`config.mk`:
```
export PLATFORM = sky130hd
export DESIGN_NAME = hic_block_record_decoder_flat
export DESIGN_NICKNAME = d
export VERILOG_FILES = /design/src/hdl/hbrd_pkg.sv /design/src/hdl/hbrd_if.sv /design/src/hdl/hic_block_record_decoder.sv /design/src/hdl/hbrd_parser.sv /design/src/hdl/hbrd_queue.sv /design/src/hdl/hbrd_convert.sv /design/src/flat_wrapper.sv
export SDC_FILE = /design/constraint.sdc
export NUM_CORES = 2
export LEC_CHECK = 0
export BUFFER_PORTS_ARGS = -buffer_cell sky130_fd_sc_hd__buf_2
export CAP_MARGIN = 10
export CORE_MARGIN = 3
export CORE_UTILIZATION = 55
export DETAILED_ROUTE_END_ITERATION = 7
export PLACE_DENSITY = 0.83
export SLEW_MARGIN = 20
export SYNTH_ARGS = -nofsm -noshare
export SYNTH_HDL_FRONTEND = slang
export SYNTH_SLANG_ARGS = --single-unit
```
`constraint.sdc`:
```
create_clock -name clk_i -period 9.65 [get_ports clk_i]
set_input_delay 1.93 -clock clk_i [delete_from_list [all_inputs] [get_ports clk_i]]
set_output_delay 1.93 -clock clk_i [all_outputs]
set_load 0.005 [all_outputs]
```
`src/hdl/hbrd_pkg.sv`:
```
package hbrd_pkg;

  typedef enum logic [4:0] {
    PH_TOTAL, PH_V6_X, PH_V6_Y, PH_V6_C, PH_XOFF, PH_YOFF, PH_SHORT, PH_TYPE,
    PH_ROWS, PH_ROW_Y, PH_COLS, PH_COL_X, PH_COL_C, PH_POINTS, PH_WIDTH,
    PH_DENSE_C, PH_IDLE
  } phase_e;

  typedef enum logic [1:0] {
    CNT_SHORT, CNT_FLOAT
  } cnt_kind_e;

  localparam logic [3:0] PlainTripleVersion = 4'd7;
  localparam logic [15:0] ShortSkipCode = 16'h8000;
  localparam logic [0:0] CfgFormatVersion = 1'b0;
  localparam logic [0:0] CfgChromosomeId = 1'b1;
  localparam int unsigned QueueDepth = 2;

  // One classified record waiting for count conversion.
  typedef struct packed {
    logic [9:0]  chrom;
    logic [31:0] bin_x;
    logic [31:0] bin_y;
    logic [31:0] raw;
    cnt_kind_e   kind;
  } rec_t;

  function automatic logic [31:0] sext16(input logic [15:0] v);
    return {{16{v[15]}}, v};
  endfunction

  function automatic logic float_is_nan(input logic [31:0] b);
    return (b[30:23] == 8'hff) && (b[22:0] != 23'd0);
  endfunction

  function automatic logic [31:0] float_to_int(input logic [31:0] b);
    logic [7:0]  ex;
    logic [31:0] mag;
    logic [7:0]  e;
    ex = b[30:23];
    e = ex - 8'd127;
    mag = {8'd0, 1'b1, b[22:0]};
    if (float_is_nan(b) || ex < 8'd127) begin
      return 32'd0;
    end
    if (e >= 8'd31) begin
      return b[31] ? 32'h8000_0000 : 32'h7fff_ffff;
    end
    if (e >= 8'd23) begin
      mag = mag << (e - 8'd23);
    end else begin
      mag = mag >> (8'd23 - e);
    end
    return b[31] ? (32'd0 - mag) : mag;
  endfunction

endpackage

```
`src/hdl/hbrd_if.sv`:
```
interface hbrd_byte_if;
  logic       valid;
  logic       ready;
  logic [7:0] data_byte;
  logic       block_start;
  modport source (output valid, data_byte, block_start, input ready);
  modport sink (input valid, data_byte, block_start, output ready);
endinterface

interface hbrd_rec_if;
  logic        valid;
  logic        ready;
  logic [9:0]  chromosome;
  logic [31:0] bin_x;
  logic [31:0] bin_y;
  logic [31:0] contact_count;
  modport source (output valid, chromosome, bin_x, bin_y, contact_count, input ready);
  modport sink (input valid, chromosome, bin_x, bin_y, contact_count, output ready);
endinterface

interface hbrd_cfg_if;
  logic        valid;
  logic        ready;
  logic [0:0]  index;
  logic [31:0] data;
  modport source (output valid, index, data, input ready);
  modport sink (input valid, index, data, output ready);
endinterface

```
`src/hdl/hic_block_record_decoder.sv`:
```
// Contact block record decoder. Takes one byte of a decompressed contact
// block per transfer (block_start on the first byte) and delivers one
// (chromosome, bin_x, bin_y, contact_count) record per completed count
// field, skipping dense short -32768 entries and dense NaN floats. The
// parser front end accepts one byte per cycle; records pass through a
// two-entry queue to a back end that converts the count and holds the
// result in an output register, so a stalled consumer only holds off
// input once the queue is full. Configuration must be written through
// the cfg channel while idle; the block itself does not enforce it.
module hic_block_record_decoder
  import hbrd_pkg::*;
(
  input  logic clk_i,
  input  logic rst_ni,
  hbrd_cfg_if.sink cfg,
  hbrd_byte_if.sink in,
  hbrd_rec_if.source out
);

  logic [3:0] version_q;
  logic [9:0] chrom_q;
  logic       p_valid, q_ready, q_valid, c_ready;
  rec_t       p_rec, q_rec;

  assign cfg.ready = 1'b1;

  always_ff @(posedge clk_i or negedge rst_ni) begin
    if (!rst_ni) begin
      version_q <= 4'd8;
      chrom_q <= 10'd0;
    end else if (cfg.valid) begin
      case (cfg.index)
        CfgFormatVersion: version_q <= cfg.data[3:0];
        CfgChromosomeId: chrom_q <= cfg.data[9:0];
        default: ;
      endcase
    end
  end

  hbrd_parser u_parser (
    .clk_i, .rst_ni,
    .in_valid_i(in.valid), .in_ready_o(in.ready),
    .byte_i(in.data_byte), .start_i(in.block_start),
    .version_i(version_q), .chrom_i(chrom_q),
    .rec_valid_o(p_valid), .rec_ready_i(q_ready), .rec_o(p_rec)
  );

  hbrd_queue u_queue (
    .clk_i, .rst_ni,
    .wr_valid_i(p_valid), .wr_ready_o(q_ready), .wr_rec_i(p_rec),
    .rd_valid_o(q_valid), .rd_ready_i(c_ready), .rd_rec_o(q_rec)
  );

  hbrd_convert u_convert (
    .clk_i, .rst_ni,
    .in_valid_i(q_valid), .in_ready_o(c_ready), .rec_i(q_rec), .out(out)
  );

endmodule

```
`src/hdl/hbrd_parser.sv`:
```
module hbrd_parser
  import hbrd_pkg::*;
(
  input  logic       clk_i,
  input  logic       rst_ni,
  input  logic       in_valid_i,
  output logic       in_ready_o,
  input  logic [7:0] byte_i,
  input  logic       start_i,
  input  logic [3:0] version_i,
  input  logic [9:0] chrom_i,
  output logic       rec_valid_o,
  input  logic       rec_ready_i,
  output rec_t       rec_o
);

  phase_e      phase_q, phase_d, ph;
  logic [31:0] shift_q, shift_d, sh;
  logic [1:0]  bidx_q, bidx_d, bi;
  logic [31:0] recs_q, recs_d;
  logic [31:0] xoff_q, xoff_d, yoff_q, yoff_d;
  logic        short_q, short_d;
  logic [15:0] rows_q, rows_d, cols_q, cols_d;
  logic [31:0] rowbin_q, rowbin_d, pbx_q, pbx_d, pts_q, pts_d;
  logic [15:0] gw_q, gw_d, gcol_q, gcol_d;
  logic [31:0] grow_q, grow_d;
  logic [1:0]  len;
  logic [31:0] v, nb;
  logic        fire, done, emit;
  logic [15:0] absw, rl;

  // A byte is only taken when the queue can hold any record it produces.
  assign in_ready_o = rec_ready_i;
  assign fire = in_valid_i && in_ready_o;
  assign rec_valid_o = fire && emit;

  always_comb begin
    ph = start_i ? PH_TOTAL : phase_q;
    sh = start_i ? 32'd0 : shift_q;
    bi = start_i ? 2'd0 : bidx_q;
    phase_d = ph; shift_d = sh; bidx_d = bi;
    recs_d = start_i ? 32'd0 : recs_q;
    xoff_d = start_i ? 32'd0 : xoff_q;
    yoff_d = start_i ? 32'd0 : yoff_q;
    short_d = start_i ? 1'b0 : short_q;
    rows_d = start_i ? 16'd0 : rows_q;
    cols_d = start_i ? 16'd0 : cols_q;
    rowbin_d = start_i ? 32'd0 : rowbin_q;
    pbx_d = start_i ? 32'd0 : pbx_q;
    pts_d = start_i ? 32'd0 : pts_q;
    gw_d = start_i ? 16'd0 : gw_q;
    gcol_d = start_i ? 16'd0 : gcol_q;
    grow_d = start_i ? 32'd0 : grow_q;
    emit = 1'b0;
    rec_o = '{chrom: chrom_i, bin_x: pbx_d, bin_y: rowbin_d, raw: 32'd0, kind: CNT_FLOAT};
    case (ph)
      PH_SHORT, PH_TYPE: len = 2'd1;
      PH_ROWS, PH_ROW_Y, PH_COLS, PH_COL_X, PH_WIDTH: len = 2'd2;
      PH_COL_C, PH_DENSE_C: len = short_d ? 2'd2 : 2'd0;
      default: len = 2'd0;
    endcase
    nb = {24'd0, byte_i} << {bi, 3'b000};
    v = sh | nb;
    done = (bi + 2'd1) == len;
    absw = gw_d[15] ? (16'd0 - gw_d) : gw_d;
    if (absw == 16'd0) absw = 16'h8000;
    rl = rows_d - 16'd1;
    if (ph != PH_IDLE) begin
      shift_d = v;
      bidx_d = bi + 2'd1;
      if (done) begin
        shift_d = 32'd0;
        bidx_d = 2'd0;
        case (ph)
          PH_TOTAL: begin
            recs_d = v;
            if (version_i < PlainTripleVersion)
              phase_d = (v != 0 && !v[31]) ? PH_V6_X : PH_IDLE;
            else phase_d = PH_XOFF;
          end
          PH_V6_X: begin pbx_d = v; phase_d = PH_V6_Y; end
          PH_V6_Y: begin rowbin_d = v; phase_d = PH_V6_C; end
          PH_V6_C: begin
            emit = 1'b1;
            rec_o = '{chrom: chrom_i, bin_x: pbx_d, bin_y: rowbin_d, raw: v, kind: CNT_FLOAT};
            recs_d = recs_d - 32'd1;
            phase_d = (recs_d == 0) ? PH_IDLE : PH_V6_X;
          end
          PH_XOFF: begin xoff_d = v; phase_d = PH_YOFF; end
          PH_YOFF: begin yoff_d = v; phase_d = PH_SHORT; end
          PH_SHORT: begin short_d = (v == 0); phase_d = PH_TYPE; end
          PH_TYPE: phase_d = (v == 1) ? PH_ROWS : ((v == 2) ? PH_POINTS : PH_IDLE);
          PH_ROWS: begin
            rows_d = v[15:0];
            phase_d = (v != 0 && !v[15]) ? PH_ROW_Y : PH_IDLE;
          end
          PH_ROW_Y: begin rowbin_d = sext16(v[15:0]) + yoff_d; phase_d = PH_COLS; end
          PH_COLS: begin
            cols_d = v[15:0];
            if (v != 0 && !v[15]) phase_d = PH_COL_X;
            else begin rows_d = rl; phase_d = (rl == 0) ? PH_IDLE : PH_ROW_Y; end
          end
          PH_COL_X: begin pbx_d = xoff_d + sext16(v[15:0]); phase_d = PH_COL_C; end
          PH_COL_C: begin
            emit = 1'b1;
            rec_o = '{chrom: chrom_i, bin_x: pbx_d, bin_y: rowbin_d, raw: v,
                      kind: short_d ? CNT_SHORT : CNT_FLOAT};
            cols_d = cols_d - 16'd1;
            if (cols_d == 0) begin
              rows_d = rl; phase_d = (rl == 0) ? PH_IDLE : PH_ROW_Y;
            end else phase_d = PH_COL_X;
          end
          PH_POINTS: begin
            pts_d = v;
            phase_d = (v != 0 && !v[31]) ? PH_WIDTH : PH_IDLE;
          end
          PH_WIDTH: begin
            gw_d = v[15:0]; gcol_d = 16'd0; grow_d = 32'd0;
            phase_d = (v == 0) ? PH_IDLE : PH_DENSE_C;
          end
          PH_DENSE_C: begin
            emit = short_d ? (v[15:0] != ShortSkipCode) : !float_is_nan(v);
            rec_o = '{chrom: chrom_i, bin_x: xoff_d + {16'd0, gcol_d},
                      bin_y: yoff_d + grow_d, raw: v,
                      kind: short_d ? CNT_SHORT : CNT_FLOAT};
            gcol_d = gcol_d + 16'd1;
            if (gcol_d >= absw) begin
              gcol_d = 16'd0;
              grow_d = gw_d[15] ? grow_d - 32'd1 : grow_d + 32'd1;
            end
            pts_d = pts_d - 32'd1;
            if (pts_d == 0) phase_d = PH_IDLE;
          end
          default: phase_d = PH_IDLE;
        endcase
      end
    end
  end

  always_ff @(posedge clk_i or negedge rst_ni) begin
    if (!rst_ni) begin
      phase_q <= PH_TOTAL; shift_q <= '0; bidx_q <= '0; recs_q <= '0;
      xoff_q <= '0; yoff_q <= '0; short_q <= 1'b0; rows_q <= '0; cols_q <= '0;
      rowbin_q <= '0; pbx_q <= '0; pts_q <= '0; gw_q <= '0; gcol_q <= '0;
      grow_q <= '0;
    end else if (fire) begin
      phase_q <= phase_d; shift_q <= shift_d; bidx_q <= bidx_d; recs_q <= recs_d;
      xoff_q <= xoff_d; yoff_q <= yoff_d; short_q <= short_d; rows_q <= rows_d;
      cols_q <= cols_d; rowbin_q <= rowbin_d; pbx_q <= pbx_d; pts_q <= pts_d;
      gw_q <= gw_d; gcol_q <= gcol_d; grow_q <= grow_d;
    end
  end

  assert property (@(posedge clk_i) disable iff (!rst_ni)
    rec_valid_o |-> fire) else $error("record without byte transfer");
  assert property (@(posedge clk_i) disable iff (!rst_ni)
    (fire && !start_i && phase_q == PH_IDLE) |-> !rec_valid_o)
    else $error("record after block end");
  assert property (@(posedge clk_i) disable iff (!rst_ni)
    (phase_q == PH_IDLE) |-> (bidx_q == 2'd0)) else $error("idle with partial field");

endmodule

```
`src/hdl/hbrd_queue.sv`:
```
module hbrd_queue
  import hbrd_pkg::*;
(
  input  logic clk_i,
  input  logic rst_ni,
  input  logic wr_valid_i,
  output logic wr_ready_o,
  input  rec_t wr_rec_i,
  output logic rd_valid_o,
  input  logic rd_ready_i,
  output rec_t rd_rec_o
);

  localparam int unsigned PtrW = $clog2(QueueDepth);
  rec_t mem_q [QueueDepth];
  logic [PtrW-1:0] wp_q, rp_q;
  logic [PtrW:0]   cnt_q;
  logic wr, rd;

  assign wr_ready_o = cnt_q != QueueDepth[PtrW:0];
  assign rd_valid_o = cnt_q != '0;
  assign rd_rec_o = mem_q[rp_q];
  assign wr = wr_valid_i && wr_ready_o;
  assign rd = rd_valid_o && rd_ready_i;

  always_ff @(posedge clk_i) begin
    if (wr) mem_q[wp_q] <= wr_rec_i;
  end

  always_ff @(posedge clk_i or negedge rst_ni) begin
    if (!rst_ni) begin
      wp_q <= '0; rp_q <= '0; cnt_q <= '0;
    end else begin
      if (wr) wp_q <= (wp_q == PtrW'(QueueDepth - 1)) ? '0 : wp_q + 1'b1;
      if (rd) rp_q <= (rp_q == PtrW'(QueueDepth - 1)) ? '0 : rp_q + 1'b1;
      cnt_q <= cnt_q + {{PtrW{1'b0}}, wr} - {{PtrW{1'b0}}, rd};
    end
  end

  assert property (@(posedge clk_i) disable iff (!rst_ni)
    cnt_q <= QueueDepth[PtrW:0]) else $error("queue overflow");

endmodule

```
`src/hdl/hbrd_convert.sv`:
```
module hbrd_convert
  import hbrd_pkg::*;
(
  input  logic clk_i,
  input  logic rst_ni,
  input  logic in_valid_i,
  output logic in_ready_o,
  input  rec_t rec_i,
  hbrd_rec_if.source out
);

  logic valid_q;

  assign in_ready_o = !valid_q || out.ready;
  assign out.valid = valid_q;

  always_ff @(posedge clk_i or negedge rst_ni) begin
    if (!rst_ni) begin
      valid_q <= 1'b0;
    end else if (in_ready_o) begin
      valid_q <= in_valid_i;
    end
  end

  always_ff @(posedge clk_i) begin
    if (in_ready_o && in_valid_i) begin
      out.chromosome <= rec_i.chrom;
      out.bin_x <= rec_i.bin_x;
      out.bin_y <= rec_i.bin_y;
      case (rec_i.kind)
        CNT_SHORT: out.contact_count <= sext16(rec_i.raw[15:0]);
        default: out.contact_count <= float_to_int(rec_i.raw);
      endcase
    end
  end

  assert property (@(posedge clk_i) disable iff (!rst_ni)
    (out.valid && !out.ready) |=> out.valid) else $error("result dropped");

endmodule
```
`src/flat_wrapper.sv`:
```
// flat-port wrapper written by rule: the top's interface ports become plain ports
module hic_block_record_decoder_flat import hbrd_pkg::*;
  (clk_i, rst_ni, cfg_valid, cfg_index, cfg_data, cfg_ready, in_valid, in_data_byte, in_block_start, in_ready, out_valid, out_chromosome, out_bin_x, out_bin_y, out_contact_count, out_ready);
  hbrd_cfg_if cfg_i ();
  hbrd_byte_if in_i ();
  hbrd_rec_if out_i ();
  input  logic clk_i;
  input  logic rst_ni;
  input wire logic [$bits(cfg_i.valid)-1:0] cfg_valid;
  input wire logic [$bits(cfg_i.index)-1:0] cfg_index;
  input wire logic [$bits(cfg_i.data)-1:0] cfg_data;
  output wire logic [$bits(cfg_i.ready)-1:0] cfg_ready;
  input wire logic [$bits(in_i.valid)-1:0] in_valid;
  input wire logic [$bits(in_i.data_byte)-1:0] in_data_byte;
  input wire logic [$bits(in_i.block_start)-1:0] in_block_start;
  output wire logic [$bits(in_i.ready)-1:0] in_ready;
  output wire logic [$bits(out_i.valid)-1:0] out_valid;
  output wire logic [$bits(out_i.chromosome)-1:0] out_chromosome;
  output wire logic [$bits(out_i.bin_x)-1:0] out_bin_x;
  output wire logic [$bits(out_i.bin_y)-1:0] out_bin_y;
  output wire logic [$bits(out_i.contact_count)-1:0] out_contact_count;
  input wire logic [$bits(out_i.ready)-1:0] out_ready;
  assign cfg_i.valid = cfg_valid;
  assign cfg_i.index = cfg_index;
  assign cfg_i.data = cfg_data;
  assign cfg_ready = cfg_i.ready;
  assign in_i.valid = in_valid;
  assign in_i.data_byte = in_data_byte;
  assign in_i.block_start = in_block_start;
  assign in_ready = in_i.ready;
  assign out_valid = out_i.valid;
  assign out_chromosome = out_i.chromosome;
  assign out_bin_x = out_i.bin_x;
  assign out_bin_y = out_i.bin_y;
  assign out_contact_count = out_i.contact_count;
  assign out_i.ready = out_ready;
  hic_block_record_decoder u_core (.clk_i(clk_i), .rst_ni(rst_ni), .cfg(cfg_i), .in(in_i), .out(out_i));
endmodule
```
**After elaboration in Yosys (flattened, before gate mapping)**

Memory sizes are Yosys's and may differ from the RTL's.
Cells that the tools add are included.

- Memories kept: 1
- Memory bits (writable): 216
- Output and inout port bits: 109
- Bits in registers: 453

- Eq/ne operators: 23
- Magnitude comparators: 5
- Reduce and logical (&&, ||, !) cells: 32
- Multiplexer cells: 110
- Bitwise logic cells: 2
- Add/sub/neg operators: 21
- Shift operators: 3

Memory list:

| memory | words | bits a word | read ports | clocked after memory_dff | wr ports | line | text |
|---|---|---|---|---|---|---|---|
| u_core.u_queue.mem_q | 2 | 108 | 1 | 0 | 1 | hbrd_queue.sv:15 | `rec_t mem_q [QueueDepth];` |

Operators by type and width:

| cell | number |
|---|---|
| 32-bit two-way mux | 40 |
| 32-bit case mux with 2 select lines | 5 |
| 98-bit case mux with 3 select lines | 1 |
| 16-bit two-way mux | 18 |
| 98-bit two-way mux | 2 |
| 32-bit adder | 3 |
| 32-bit zero test | 3 |
| 32-bit by 1-bit subtractor with 32-bit output, second input constant | 3 |
| 5-bit case mux with 16 select lines | 1 |
| 5-bit two-way mux | 15 |
| 16-bit case mux with 2 select lines | 2 |
| 16-bit zero test | 3 |
| 16-bit case mux with 3 select lines | 1 |
| 23-bit nonzero test | 2 |
| 5-bit by 4-bit equality test with 1-bit output, second input constant | 8 |
| 32-bit by 1-bit adder with 32-bit output, second input constant | 1 |
| 32-bit by 16-bit adder with 32-bit output | 1 |
| 32-bit by 1-bit equality test with 1-bit output, second input constant | 1 |
| 32-bit by 2-bit equality test with 1-bit output, second input constant | 1 |
| 32-bit bitwise OR | 1 |
| 32-bit nonzero test | 1 |
| 24-bit by 8-bit left shift with 32-bit output | 1 |
| 8-bit by 5-bit left shift with 32-bit output | 1 |
| 24-bit by 8-bit >> shifter with 32-bit output | 1 |
| 37 further kinds | 80 |

**Longest topological paths before layout**

An unclocked memory read counts as a cell.

- Depth in word-level cells: 19
- Depth in mapped cells: 38
- Depth with buffers taken out: 25

**Modules after synthesis**

Synthesis repeated with hierarchy kept, for this count alone.

- Cell total of the unflattened synthesis: 4749
- Area, all modules: 44904.3 µm²

Modules (own cells, without submodules):

| module | times used | cells each | area an instance (µm²) | seq. area each (µm²) |
|---|---|---|---|---|
| hbrd_parser | 1 | 3493 | 27836.7 | 8207.9 |
| hbrd_convert | 1 | 866 | 8484.4 | 3208.1 |
| hbrd_queue | 1 | 358 | 8037.7 | 6586.3 |
| hic_block_record_decoder | 1 | 32 | 545.5 | 351.6 |

**Worst setup path after synthesis**

OpenSTA, ideal clock, no wires.

- Path type: input to register
- From: input in_block_start
- To: memory u_core.u_queue.mem_q[0][0] (netlist name), enable pin
- Cell stages on the path: 15
- Data required time: 9.076 ns
- Slack: 0.013 ns
- Library setup time: 0.574 ns
- Arrival time: 9.063 ns
- Cells stage by stage: clkbuf_1 -> clkbuf_1 -> clkbuf_1 -> buf_1 -> buf_2 -> buf_1 -> buf_1 -> nor2_1 -> nand3_1 -> nor4_1 -> a41oi_1 -> o21ai_0 -> a31oi_1 -> inv_1 -> nor2_1

- Longest elaborated chain between the ends: 14
- Elaborated cells on any way between the ends: 38
- Classes of those cells: 1 x add/sub; 14 x eq/ne; 1 x shift; 12 x mux; 1 x bitwise; 9 x reduce/logical

Ends and longest elaborated chain:

| what | line | text |
|---|---|---|
| start: declaration | flat_wrapper.sv:15 | `input wire logic [$bits(in_i.block_start)-1:0] in_block_start;` |
| 2-bit two-way mux | hbrd_parser.sv:40 | `bi = start_i ? 2'd0 : bidx_q;` |
| 8-bit by 5-bit left shift with 32-bit output | hbrd_parser.sv:62 | `nb = {24'd0, byte_i} << {bi, 3'b000};` |
| 32-bit bitwise OR | hbrd_parser.sv:63 | `v = sh \| nb;` |
| 23-bit nonzero test / 8-bit equality test (equally long branches) | hbrd_pkg.sv:33 | `return (b[30:23] == 8'hff) && (b[22:0] != 23'd0);` |
| 1-bit logical AND | hbrd_pkg.sv:33 |  |
| 1-bit zero test | hbrd_parser.sv:122 | `emit = short_d ? (v[15:0] != ShortSkipCode) : !float_is_nan(v);` |
| 1-bit two-way mux | hbrd_parser.sv:122 |  |
| 1-bit case mux with 2 select lines | hbrd_parser.sv:74 | `case (ph)` |
| 1-bit two-way mux | hbrd_parser.sv:71 | `if (done) begin` |
| 1-bit two-way mux (*) | hbrd_parser.sv:68 | `if (ph != PH_IDLE) begin` |
| 1-bit logical AND (*) | hbrd_parser.sv:35 | `assign rec_valid_o = fire && emit;` |
| 1-bit logical AND (*) | hbrd_queue.sv:23 | `assign wr = wr_valid_i && wr_ready_o;` |
| 1-bit two-way mux (*) | hbrd_queue.sv:27 | `if (wr) mem_q[wp_q] <= wr_rec_i;` |
| 1-bit two-way mux (not written as such) (*) | hbrd_queue.sv:27 |  |
| end: declaration | hbrd_queue.sv:15 |  |

Mark *: on every way between the ends. The rest lies on a longest branch, timed or not.

**Worst setup path in the final report**

- From: input in_block_start
- To: register u_core.u_parser.grow_q[9]

- Longest elaborated chain between the ends: 10
- Elaborated cells on any way between the ends: 36
- Classes of those cells: 5 x add/sub; 1 x order compare; 11 x eq/ne; 15 x mux; 4 x reduce/logical

Ends and longest elaborated chain:

| what | line | text |
|---|---|---|
| 16-bit two-way mux | hbrd_parser.sv:51 | `gw_d = start_i ? 16'd0 : gw_q;` |
| 1-bit by 16-bit subtractor with 16-bit output | hbrd_parser.sv:65 | `absw = gw_d[15] ? (16'd0 - gw_d) : gw_d;` |
| 16-bit two-way mux | hbrd_parser.sv:65 |  |
| 16-bit zero test | hbrd_parser.sv:66 | `if (absw == 16'd0) absw = 16'h8000;` |
| 16-bit two-way mux | hbrd_parser.sv:66 |  |
| 16-bit >= comparator | hbrd_parser.sv:127 | `if (gcol_d >= absw) begin` |
| 32-bit two-way mux | hbrd_parser.sv:127 |  |
| 32-bit case mux with 2 select lines | hbrd_parser.sv:74 |  |
| 32-bit two-way mux | hbrd_parser.sv:71 |  |
| 32-bit two-way mux (*) | hbrd_parser.sv:68 |  |
| end signal: assignment | hbrd_parser.sv:150 | `gw_q <= gw_d; gcol_q <= gcol_d; grow_q <= grow_d;` |
| end: declaration | hbrd_parser.sv:26 | `logic [31:0] grow_q, grow_d;` |

Marked as above.
A chain may end at the register's enable or synchronous reset.

==> impl_metrics.ini <==
[critical_path]
arrival_ns = 8.28
path_delay_family = compound AO/OA/AOI/OAI gates
crit_path_top_delay_cell = o21ai_0
path_class = input port to register
start_kind = input port
path_max_fanout = 56
path_buf_inv = 3
slowest_delay_ns = 0.82
critPathRequiredTime_ns = 10.21
cpMostUsedCell = o21ai_0
critPathCaptureType = register

[routing]
wl_met3_um = 18360
first_pass_iters = 8
drc = 0
highest_layer = met5
routedWlPerCell_um = 25.05
ant_nets = 0
dr_wl_met2_um = 65560
detail_route.vias_per_cell = 6.931
num_vias = 42186
drtIter0Drc = 5412
drt_wl_total_um = 152500
met1_length_um = 59630

[layout]
nFillCells = 6585
mostFrequentLayoutCells = 530 x nand2_1, 454 x o21ai_0, 385 x nor2_1
final_util = 0.6093
layout_commonest_cell = nand2_1
syn_to_final_growth_pct = 8.805
drive_gt1_frac = 0.1170
nets = 5185

[synth]
synth_area_um2 = 45540
synth_warnings = 0
postSynthAreaPerCell_um2 = 9.147
synthFlopType = dfrtp_1
synthesis.instances = 4979
async_reset_ff_frac = 0.5202
synth-edff-count = 320
synth.net_count = 5203
yosys_register_bits = 667
synth_cell_types = 117
yosysSeqAreaShare = 0.4017

[timing]
max_freq_ghz = 0.1295
slew_violations = 0
tightestPinTransition_ns = 1.215
skew_ns = 0.03712
hold_violations = 0
period_needed_ns = 7.722
min_period_over_period = 0.8002
setup_viol = 0
relSlewSlack = 0.1847
setup_tns_ns = 0
rsz0062_at_grt = no

[clock_network]
cts_resized = 0
cts_hold_buf = 0
clkTransAtPathRegs_ns = 0.06
postCtsSetupBuffers = 0
clockBufferDepth = 3
cts_root_buf = clkbuf_16
clkLatencyLatePin_ns = 0.65
cts-htree-levels = 3
numClockSinks = 667
cts_buffers = 74
cts_tree = built

[floorplanning]
die_h_um = 293.8
ios = 156
design.core.area_um2 = 81330
dieArea_um2 = 86290
start_util = 0.5600
die_x_um = 293.8
rows = 104

[run]
maxCapViolations = 0

[worst_hold_path]
hold_path_class = register to register

[global_routing]
grt_pass1_wl_um = 232500
antenna_found_initial = 8
grt_pass1_vias = 39265
track_usage = 0.3442
grt_max_degree = 139
grt-ovfl-total = 0

[power_and_ir_drop]
powerDensity_nw_per_um2 = 220.3
p_sw_frac = 0.4038
clkPwrFrac = 0.264
leakagePower_uw = 0.02010
ir_worst_vdd_mv = 0.1689
power_frac_seq = 0.324
internal_power_uw = 6508
p_switching_uw = 4409
power_frac_comb = 0.412

[run_status]
status = completed

[place]
portBuffers = 132
dp_hpwl_um = 105300
finalWeightedCongestion = 1.014
[synth_stat cells (33+ instances only)]
library cell	count	area share
nand2_1	534	0.044
o21ai_0	462	0.051
nor2_1	388	0.032
dfrtp_1	346	0.19
edfxtp_1	320	0.21
a21oi_1	265	0.029
clkbuf_1	244	0.020
ha_1	172	0.047
nor2b_1	152	0.021
nand3_1	151	0.017
xnor2_1	115	0.022
mux2_2	114	0.028
mux2i_1	113	0.025
nor3_1	109	0.012
o22ai_1	94	0.013
a22o_1	91	0.018
inv_1	91	0.0075
xor2_1	87	0.017
a31oi_1	86	0.012
a21o_1	75	0.012
o31ai_1	65	0.011
nand4_1	43	0.0059
a22oi_1	42	0.0069
or2_2	38	0.0052
nand2b_1	37	0.0051
and2_1	36	0.0049
a211oi_1	35	0.0058
a221oi_1	35	0.0067
buf_1	34	0.0028
o21a_1	34	0.0056
nor4_1	33	0.0045
[cell type report]
class	instances	area [um^2]	share of cell area
antenna	9	22.52	0.0004545
clock buffer	99	2028	0.04093
clock inverter	34	396.6	0.008004
inverter	97	370.4	0.007474
multi-input combinational	3889	25620	0.5171
sequential	667	18300	0.3693
tap	1060	1326	0.02677
timing repair buffer	232	1485	0.02997
[power by group through the flow]
| stage | registers (uW) | logic, uW | clock network, uW |
|---|---|---|---|
| floorplan | 3550 | 3060 | 0 |
| global placement | 3570 | 4250 | 0 |
| detailed placement | 3590 | 4330 | 0 |
| CTS | 3530 | 4360 | 2900 |
| global route | 3570 | 4780 | 3010 |
| finish | 3540 | 4500 | 2880 |
[cells by family after synthesis]
group / share of synthesized area
buffers and inverters: 0.03857
adders and majority gates: 0.04945
and+or+nand+nor: 0.1782
AOI/OAI and AO/OA: 0.2286
muxes: 0.06248
xor gates and xnor gates: 0.04091
DFF: 0.4017
other: 0.00008234
[flip-flops by register name (all words and copies together), names as in the netlist, 2 cells and up]
register and flops:
u_core.u_parser.gw_q 16, u_core.u_parser.grow_q 32, u_core.u_parser.pts_q 32, u_core.u_queue.mem_q 214, u_core.u_parser.recs_q 32, u_core.u_convert.out.bin_y 32, u_core.u_parser.xoff_q 32, u_core.u_parser.rowbin_q 32
u_core.u_parser.pbx_q 32, u_core.u_parser.cols_q 16, u_core.u_queue.cnt_q 2, u_core.chrom_q 10, u_core.u_parser.phase_q 5, u_core.u_parser.rows_q 16, u_core.u_parser.shift_q 32, u_core.u_parser.yoff_q 32
u_core.u_convert.out.bin_x 32, u_core.u_convert.out.chromosome 10, u_core.u_convert.out.contact_count 32, u_core.u_parser.gcol_q 16, u_core.version_q 4, u_core.u_parser.bidx_q 2
[through the flow]
stage	std cells	area (um^2)	setup slack, ns	hold WS [ns]	total power, uW
finish	6087	49550	1.928	0.4612	10920
detailed placement	5945	47090	1.546	0.4538	7916
CTS	6078	49520	2.152	0.4674	10790
global placement	5944	47070	1.646	0.4405	7827
global route	6079	49530	1.613	0.4757	11360
floorplan	4979	45540	0.01301	0.4309	6603
[final timing paths]
check / from / endpoint / slack (ns) / cells after the start
worst min-delay path: u_core.chrom_q[9] / u_core.u_queue.mem_q[0][107] / 0.46 / 0
max in group asynchronous: rst_ni / u_core.chrom_q[9] / 6.77 / 2
worst min register to register: u_core.chrom_q[9] / u_core.u_queue.mem_q[0][107] / 0.46 / 0
worst max register to register: u_core.u_queue.rp_q / u_core.u_convert.out.contact_count[31] / 1.96 / 18
worst max-delay path: in_block_start / u_core.u_parser.grow_q[9] / 1.93 / 26
min in group asynchronous: rst_ni / u_core.u_parser.grow_q[8] / 1.34 / 1
[layer usage]
metal  vias up  global-route usage
li1      18626                   -
met1     20158              0.4627
met2      2795              0.5142
met3       603             0.08717
met4         4              0.1820
met5         -                   0
Power figures use the tool's default switching activity.
